==> config.mk <==
export PLATFORM = sky130hd
export DESIGN_NAME = clipped_sprite_blitter
export DESIGN_NICKNAME = d
export VERILOG_FILES = /design/src/hdl/csb_pkg.sv /design/src/hdl/csb_table.sv /design/src/hdl/clipped_sprite_blitter.sv
export SDC_FILE = /design/constraint.sdc
export NUM_CORES = 2
export LEC_CHECK = 0
export ABC_CLOCK_PERIOD_IN_PS = 3700
export BUFFER_PORTS_ARGS = -buffer_cell sky130_fd_sc_hd__buf_2
export CELL_PAD_IN_SITES_DETAIL_PLACEMENT = 0
export CELL_PAD_IN_SITES_GLOBAL_PLACEMENT = 1
export CORE_MARGIN = 4
export CORE_UTILIZATION = 48
export DETAILED_ROUTE_END_ITERATION = 8
export PLACE_DENSITY = 0.72
export SETUP_SLACK_MARGIN = 0.5
export SYNTH_ARGS = -nofsm -noshare
export SYNTH_HDL_FRONTEND = slang
export SYNTH_SLANG_ARGS = --single-unit
==> constraint.sdc <==
create_clock -name clk_i -period 3.7 [get_ports clk_i]
set_input_delay 0.185 -clock clk_i [delete_from_list [all_inputs] [get_ports clk_i]]
set_output_delay 0.185 -clock clk_i [all_outputs]
set_load 0.01 [all_outputs]
==> src/hdl/csb_pkg.sv <==
// shared types and constants for the clipped sprite blitter
package csb_pkg;

  localparam int unsigned CoordW = 10;
  localparam int unsigned OriginW = 11;
  localparam int unsigned PixW = 8;
  localparam int unsigned AddrW = 16;
  localparam int unsigned OpW = 2;
  localparam int unsigned CfgIdxW = 2;
  localparam int unsigned CfgDataW = 10;
  localparam int unsigned TableDepth = 256;
  localparam int unsigned TableIdxW = 8;

  typedef enum logic [OpW-1:0] {
    OP_BEGIN = 2'd0,
    OP_PIXEL = 2'd1,
    OP_TABLE = 2'd2,
    OP_NONE  = 2'd3
  } op_e;

  typedef enum logic [CfgIdxW-1:0] {
    REG_CLIP_LEFT   = 2'd0,
    REG_CLIP_TOP    = 2'd1,
    REG_CLIP_RIGHT  = 2'd2,
    REG_CLIP_BOTTOM = 2'd3
  } cfg_reg_e;

  typedef struct packed {
    logic                 en;
    logic [TableIdxW-1:0] index;
    logic [PixW-1:0]      entry;
  } tbl_wr_t;

  typedef struct packed {
    logic                 en;
    logic [TableIdxW-1:0] index;
  } tbl_rd_t;

endpackage

==> src/hdl/csb_table.sv <==
// 256-entry translation table with registered read
module csb_table
  import csb_pkg::*;
(
  input  logic            clk_i,
  input  tbl_wr_t         wr_i,
  input  tbl_rd_t         rd_i,
  output logic [PixW-1:0] rd_data_o
);

  logic [PixW-1:0] mem_q [TableDepth];
  logic [PixW-1:0] rd_data_q;

  always_ff @(posedge clk_i) begin
    if (wr_i.en) begin
      mem_q[wr_i.index] <= wr_i.entry;
    end
    if (rd_i.en) begin
      rd_data_q <= mem_q[rd_i.index];
    end
  end

  assign rd_data_o = rd_data_q;

endmodule

==> src/hdl/clipped_sprite_blitter.sv <==
// clipped sprite blitter top level: sprite state, clip test and frame buffer write output
//
// usage: items arrive on the in channel (valid/ready). a begin item latches the
// sprite origin, size and mode bits and restarts the pixel position. pixel items
// follow in row order and give at most one frame buffer write each on the out
// channel (write_address_o, write_pixel_o). table items load the translation
// table. clip registers are written through cfg_we_i/cfg_index_i/cfg_wdata_i;
// the user must write them only while the block is idle; the block does not enforce it.
// a kept pixel passes the middle stage (table read and clip test), then the
// address multiply into the output register, before it appears on the out channel.
// throughput: one item per cycle, set by the single table read port, unless the output stalls.
// reset clears the clip registers, the held sprite state and the pipeline
// valids; the table holds no defined value until written.
// when the receiver stalls, the output register holds its item and one more
// item waits in the middle stage; in_ready_o drops only when both are full.
module clipped_sprite_blitter
  import csb_pkg::*;
#(
  parameter int SCREEN_W = 320
) (
  input  logic                      clk_i,
  input  logic                      rst_ni,

  input  logic                      cfg_we_i,
  input  logic [CfgIdxW-1:0]        cfg_index_i,
  input  logic [CfgDataW-1:0]       cfg_wdata_i,

  input  logic                      in_valid_i,
  output logic                      in_ready_o,
  input  logic [OpW-1:0]            op_i,
  input  logic signed [OriginW-1:0] origin_x_i,
  input  logic signed [OriginW-1:0] origin_y_i,
  input  logic [CoordW-1:0]         sprite_width_i,
  input  logic [CoordW-1:0]         sprite_height_i,
  input  logic                      transparent_mode_i,
  input  logic                      background_mode_i,
  input  logic                      table_enable_i,
  input  logic [PixW-1:0]           source_pixel_i,
  input  logic [PixW-1:0]           dest_pixel_i,
  input  logic [TableIdxW-1:0]      table_index_i,
  input  logic [PixW-1:0]           table_entry_i,

  output logic                      out_valid_o,
  input  logic                      out_ready_i,
  output logic [AddrW-1:0]          write_address_o,
  output logic [PixW-1:0]           write_pixel_o
);

  localparam int unsigned SwW = $clog2(SCREEN_W + 1);
  localparam int unsigned SumW = SwW + OriginW + 1;

  // configuration
  logic [CoordW-1:0] clip_left_q, clip_top_q, clip_right_q, clip_bottom_q;

  // held sprite state
  logic signed [OriginW-1:0] held_origin_x_q, held_origin_y_q;
  logic [CoordW-1:0]         held_width_q, held_height_q;
  logic                      mode_transp_q, mode_bg_q, mode_table_q;
  logic [CoordW-1:0]         column_count_q, row_count_q;

  // middle stage
  logic                 s1_valid_q;
  logic [OriginW-1:0]   s1_col_q, s1_row_q;
  logic [PixW-1:0]      s1_src_q;
  logic                 s1_use_table_q;
  logic [PixW-1:0]      tbl_rd_data;

  // output register
  logic                 out_valid_q;
  logic [AddrW-1:0]     write_address_q;
  logic [PixW-1:0]      write_pixel_q;

  logic                 in_acc, out_free, s1_move;
  logic                 is_begin, is_pixel, is_table;
  logic                 pix_active, keep;
  logic [CoordW:0]      col_next;
  logic signed [OriginW:0] col_pos, row_pos;
  tbl_wr_t              tbl_wr;
  tbl_rd_t              tbl_rd;
  logic [SumW-1:0]      addr_sum;

  assign out_free   = !out_valid_q || out_ready_i;
  assign s1_move    = s1_valid_q && out_free;
  assign in_ready_o = !s1_valid_q || out_free;
  assign in_acc     = in_valid_i && in_ready_o;

  assign is_begin = (op_e'(op_i) == OP_BEGIN);
  assign is_pixel = (op_e'(op_i) == OP_PIXEL);
  assign is_table = (op_e'(op_i) == OP_TABLE);

  assign pix_active = (held_width_q != '0) && (row_count_q < held_height_q);
  assign col_next   = {1'b0, column_count_q} + (CoordW+1)'(1);

  assign col_pos = {held_origin_x_q[OriginW-1], held_origin_x_q}
                 + $signed({2'b00, column_count_q});
  assign row_pos = {held_origin_y_q[OriginW-1], held_origin_y_q}
                 + $signed({2'b00, row_count_q});

  always_comb begin
    keep = 1'b1;
    if (col_pos < $signed({2'b00, clip_left_q}) || col_pos > $signed({2'b00, clip_right_q}) ||
        row_pos < $signed({2'b00, clip_top_q}) || row_pos > $signed({2'b00, clip_bottom_q})) begin
      keep = 1'b0;
    end
    if (mode_transp_q && (source_pixel_i == '0)) begin
      keep = 1'b0;
    end
  end

  assign tbl_wr.en    = in_acc && is_table;
  assign tbl_wr.index = table_index_i;
  assign tbl_wr.entry = table_entry_i;
  assign tbl_rd.en    = in_acc && is_pixel;
  assign tbl_rd.index = mode_bg_q ? dest_pixel_i : source_pixel_i;

  csb_table u_table (
    .clk_i     (clk_i),
    .wr_i      (tbl_wr),
    .rd_i      (tbl_rd),
    .rd_data_o (tbl_rd_data)
  );

  // configuration writes
  always_ff @(posedge clk_i or negedge rst_ni) begin
    if (!rst_ni) begin
      clip_left_q   <= '0;
      clip_top_q    <= '0;
      clip_right_q  <= '0;
      clip_bottom_q <= '0;
    end else if (cfg_we_i) begin
      case (cfg_reg_e'(cfg_index_i))
        REG_CLIP_LEFT:   clip_left_q   <= cfg_wdata_i;
        REG_CLIP_TOP:    clip_top_q    <= cfg_wdata_i;
        REG_CLIP_RIGHT:  clip_right_q  <= cfg_wdata_i;
        REG_CLIP_BOTTOM: clip_bottom_q <= cfg_wdata_i;
        default: ;
      endcase
    end
  end

  // sprite state and position counters
  always_ff @(posedge clk_i or negedge rst_ni) begin
    if (!rst_ni) begin
      held_origin_x_q <= '0;
      held_origin_y_q <= '0;
      held_width_q    <= '0;
      held_height_q   <= '0;
      mode_transp_q   <= 1'b0;
      mode_bg_q       <= 1'b0;
      mode_table_q    <= 1'b0;
      column_count_q  <= '0;
      row_count_q     <= '0;
    end else if (in_acc) begin
      if (is_begin) begin
        held_origin_x_q <= origin_x_i;
        held_origin_y_q <= origin_y_i;
        held_width_q    <= sprite_width_i;
        held_height_q   <= sprite_height_i;
        mode_transp_q   <= transparent_mode_i;
        mode_bg_q       <= background_mode_i;
        mode_table_q    <= table_enable_i;
        column_count_q  <= '0;
        row_count_q     <= '0;
      end else if (is_pixel && pix_active) begin
        if (col_next >= {1'b0, held_width_q}) begin
          column_count_q <= '0;
          row_count_q    <= row_count_q + CoordW'(1);
        end else begin
          column_count_q <= col_next[CoordW-1:0];
        end
      end
    end
  end

  // middle stage
  always_ff @(posedge clk_i or negedge rst_ni) begin
    if (!rst_ni) begin
      s1_valid_q <= 1'b0;
    end else if (in_ready_o) begin
      s1_valid_q <= in_acc && is_pixel && pix_active && keep;
    end
  end

  always_ff @(posedge clk_i) begin
    if (in_acc && is_pixel) begin
      s1_col_q       <= col_pos[OriginW-1:0];
      s1_row_q       <= row_pos[OriginW-1:0];
      s1_src_q       <= source_pixel_i;
      s1_use_table_q <= mode_table_q;
    end
  end

  // address and pixel select into the output register
  assign addr_sum = SumW'(s1_row_q) * SumW'(SCREEN_W) + SumW'(s1_col_q);

  always_ff @(posedge clk_i or negedge rst_ni) begin
    if (!rst_ni) begin
      out_valid_q <= 1'b0;
    end else if (out_free) begin
      out_valid_q <= s1_valid_q;
    end
  end

  always_ff @(posedge clk_i) begin
    if (s1_move) begin
      write_address_q <= addr_sum[AddrW-1:0];
      write_pixel_q   <= s1_use_table_q ? tbl_rd_data : s1_src_q;
    end
  end

  assign out_valid_o     = out_valid_q;
  assign write_address_o = write_address_q;
  assign write_pixel_o   = write_pixel_q;

  // checks
  a_begin_restarts: assert property (@(posedge clk_i) disable iff (!rst_ni)
    (in_valid_i && in_ready_o && (op_e'(op_i) == OP_BEGIN))
      |=> (column_count_q == '0) && (row_count_q == '0))
    else $error("begin item did not restart the pixel position");

  a_column_in_range: assert property (@(posedge clk_i) disable iff (!rst_ni)
    (held_width_q == '0) || (column_count_q < held_width_q))
    else $error("column position beyond sprite width");

  a_row_in_range: assert property (@(posedge clk_i) disable iff (!rst_ni)
    row_count_q <= held_height_q)
    else $error("row position beyond sprite height");

  a_full_blocks_input: assert property (@(posedge clk_i) disable iff (!rst_ni)
    (s1_valid_q && out_valid_q && !out_ready_i) |-> !in_ready_o)
    else $error("input taken while both stages are stalled");

endmodule

==> qor.yml <==
status:
  run_status: "complete, but fails checks"
  violations: "negative hold slack"
synthesis:
  yosysUniqueCellTypes: 74
  syn_avg_cell_area_sq_um: 14.49
  ys.flop_type: "edfxtp_1"
  syn_nets: 6449
  synth-seq-cells: 2217
  synth_area_leaders: "edfxtp_1 70%, nand2_1 4.8%, mux2i_1 4.5%, dfrtp_1 3.0%, mux4_2 1.9%"
  syn_area_sq_mm: 0.09062
  netlist_instances: 6252
  async_flop_share: 0.04826
  synth_top_cell_by_area: "edfxtp_1"
  synth_warnings: 0
  synth_top_area_frac: 0.6992
  synth_seq_area_share: 0.7288
  synth-edff-count: 2110
detailed_routing:
  wl_met2_microns: 135000
  vias_per_cell: 6.108
  wl_met1_microns: 115900
  firstDrtPassIters: 6
  ant_nets: 0
  drc: 0
  wl_per_cell_microns: 29.90
  vias: 60890
  drt_iter0_markers: 8515
  met3_length_microns: 33050
  topRoutingLayerUsed: "met5"
  wl_microns: 298100
final_layout:
  layout_common_cells: "2110 x edfxtp_1, 1142 x nand2_1, 678 x buf_4"
  layout-drive-gt1-share: 0.2373
  final_cell_count_no_fill: 9970
  multi_input_area_sq_mm: 0.02473
  mostFrequentLayoutCell: "edfxtp_1"
  fillers: 14070
  seq_area_sq_mm: 0.06604
  area_delta_synth_final_pct: 24.87
  fin_nets: 7478
clocking:
  cts_tree: "done"
  clk_latency_ns: 0.89
  htree_levels: 4
  clock_tree.root_cell: "clkbuf_16"
  cts_sinks: 2217
  clk_path_buf_depth: 3
  path_clk_slew_ns: 0.06
  cts_buffers: 222
place:
  place_congestion: 0.9227
  place_worst_setup_slack_ns: -0.3907
  dp.final_hpwl_microns: 174400
  port_buffers: 121
  dp_cells: 9198
die:
  die_x_microns: 442.5
  core_sq_mm: 0.1878
  num_io_pins: 122
  placementRows: 159
  die_h_microns: 442.5
  die-area_sq_mm: 0.1958
  initial_core_util: 0.4825
sta:
  finalMaxSlewViolations: 0
  rsz0062_at_grt: "true"
  fin_crit_ns: 3.593
  max_freq_mhz: 278.3
  max_slew_margin: 0.1353
  fin_ws_ns: 0.1069
  setup_viol: 0
  final-hold-violation-count: 8
  clock_skew_ns: 0.06589
  tns_ns: 0
  post-route-period-util: 0.9711
  tightest_slew_ns: 1.297
  hold_slack_ns: -0.03990
setup_path:
  required_ns: 4.50
  crit_type: "reg -> reg"
  critPathBufInv: 0
  worstPathCellList: "ha_2 -> fa_2 -> a21o_1 -> a21oi_2 -> o211ai_1 -> o31a_1 -> xor2_2 -> ha_1 -> nand2_2 -> nor3_2 -> a221oi_1 -> o21ai_1 -> o41ai_4 -> nand4_1 -> or4_4 -> o21ai_2"
  path_max_fanout: 2
  critical_path.top_delay_family: "compound AO/OA/AOI/OAI gates"
  critPathArrivalTime_ns: 4.40
  crit_path_start_kind: "flip-flop"
  slowest_stage: "or4_4"
  cpPeakStageDelay_ns: 0.46
  end_kind: "flip-flop"
grt:
  grt_use_total: 0.2952
  antenna_found_initial: 16
  grt_pass1_vias: 58160
  grt_overflow: 0
  grt_max_degree: 134
  grt_pass1_wl_microns: 420700
power:
  p_leak_nw: 40.63
  max-vdd-ir-drop_mv: 0.5564
  powerDensity_mw_per_mm2: 533.9
  finalPower_w: 0.06041
worst_hold_path:
  hold_class: "in -> reg"
run:
  cap_violations: 0
[flip-flops by register name (all words and copies together), names as in the netlist]
name               flops
u_table.rd_data_o      8
s1_src_q               8
clip_top_q            10
clip_left_q           10
column_count_q        10
s1_valid_q             1
row_count_q           10
out_valid_o            1
mode_bg_q              1
mode_transp_q          1
mode_table_q           1
write_address_o       16
clip_right_q          10
s1_col_q              11
s1_row_q              10
held_width_q          10
u_table.mem_q       2048
held_origin_x_q       11
held_origin_y_q       11
clip_bottom_q         10
s1_use_table_q         1
held_height_q         10
write_pixel_o          8
[worst reg2reg max path: cells and delay by family, from the launching register on]
family | cells | cell delay [ns]
simple gates | 4 | 0.74
flops | 1 | 0.39
compound gates | 8 | 1.38
xor+xnor | 1 | 0.16
fa+ha+maj | 3 | 0.84
[layout make-up]
type	count	area share
flip-flops and latches	2217	0.5836
clock buffers	285	0.05145
inverters	88	0.002919
well taps	2495	0.02759
clock inverters	128	0.01050
repair buffers	1174	0.1053
diodes	5	0.0001106
multi-input cells	3578	0.2185
[synth_stat cells, types with 73 or more instances]
cell	instances
a21oi_1	245
a311oi_1	78
and3_1	73
buf_2	100
clkbuf_1	186
dfrtp_1	107
edfxtp_1	2110
ha_1	97
inv_1	88
mux2i_1	406
mux4_2	76
nand2_1	1152
nand3_1	302
nor2_1	315
o21ai_0	127
o221ai_1	137
o22ai_1	89
[where the power goes]
group	total [W]	switching (W)	leakage [nW]	internal [W]
Sequential	0.0279	0.000148	20.3	0.0278
Clock	0.0217	0.00968	3.36	0.0121
Combinational	0.0108	0.00646	17.0	0.00430
[cell families (layout without fill, tap and decap cells)]
family | count (synthesis) | in the layout | synth area share
other | 0 | 5 | 0
multiplexers | 528 | 534 | 0.06955
AND/OR/NAND/NOR | 2005 | 2005 | 0.09320
XOR/XNOR | 39 | 39 | 0.003769
adder cells (fa/ha/maj) | 101 | 101 | 0.01428
AO/OA/AOI/OAI | 899 | 899 | 0.06636
buffers and inverters | 463 | 1675 | 0.02408
flip-flops | 2217 | 2217 | 0.7288
[worst paths after layout]
check / startpoint / endpoint / slack, ns / cells after the start
worst max-delay path: column_count_q[0]$_DFFE_PN0P_ / s1_valid_q$_DFFE_PN0N_ / 0.11 / 16
worst min-delay path: table_entry_i[0] / u_table.mem_q[92][0]$_DFFE_PP_ / -0.04 / 1
worst max register to register: column_count_q[0]$_DFFE_PN0P_ / s1_valid_q$_DFFE_PN0N_ / 0.11 / 16
worst min register to register: s1_col_q[1]$_DFFE_PP_ / write_address_o[1]$_DFFE_PP_ / 0.44 / 0
max in group asynchronous: rst_ni / held_origin_x_q[9]$_DFFE_PN0P_ / 2.42 / 4
min in group asynchronous: rst_ni / clip_right_q[5]$_DFFE_PN0P_ / 0.45 / 3
[per-stage QoR]
| stage | utilization | instance area (sq um) |
|---|---|---|
| final | 0.6025 | 113200 |
| after floorplan | - | 90630 |
| after detailed placement | 0.5272 | 99000 |
| after global placement | 0.5272 | 99000 |
| after global routing | 0.6025 | 113100 |
| after CTS | 0.5900 | 110800 |
[metal layers]
| layer | GRT usage | vias up |
|---|---|---|
| li1 | - | 25920 |
| met1 | 0.4138 | 30800 |
| met2 | 0.4528 | 3586 |
| met3 | 0.06193 | 588 |
| met4 | 0.1217 | 2 |
| met5 | 0 | - |
[what timing repair did]
action / CTS / global route
hold buffers: 148 / 0
setup buffers: 89 / 62
gates resized for setup: 255 / 314
gates cloned: 44 / 11
endpoints found under the setup margin: 25 / 28
pin swaps: 71 / 102
endpoints found under the hold margin: 430 / 0
(Power assumes the default switching activity.)
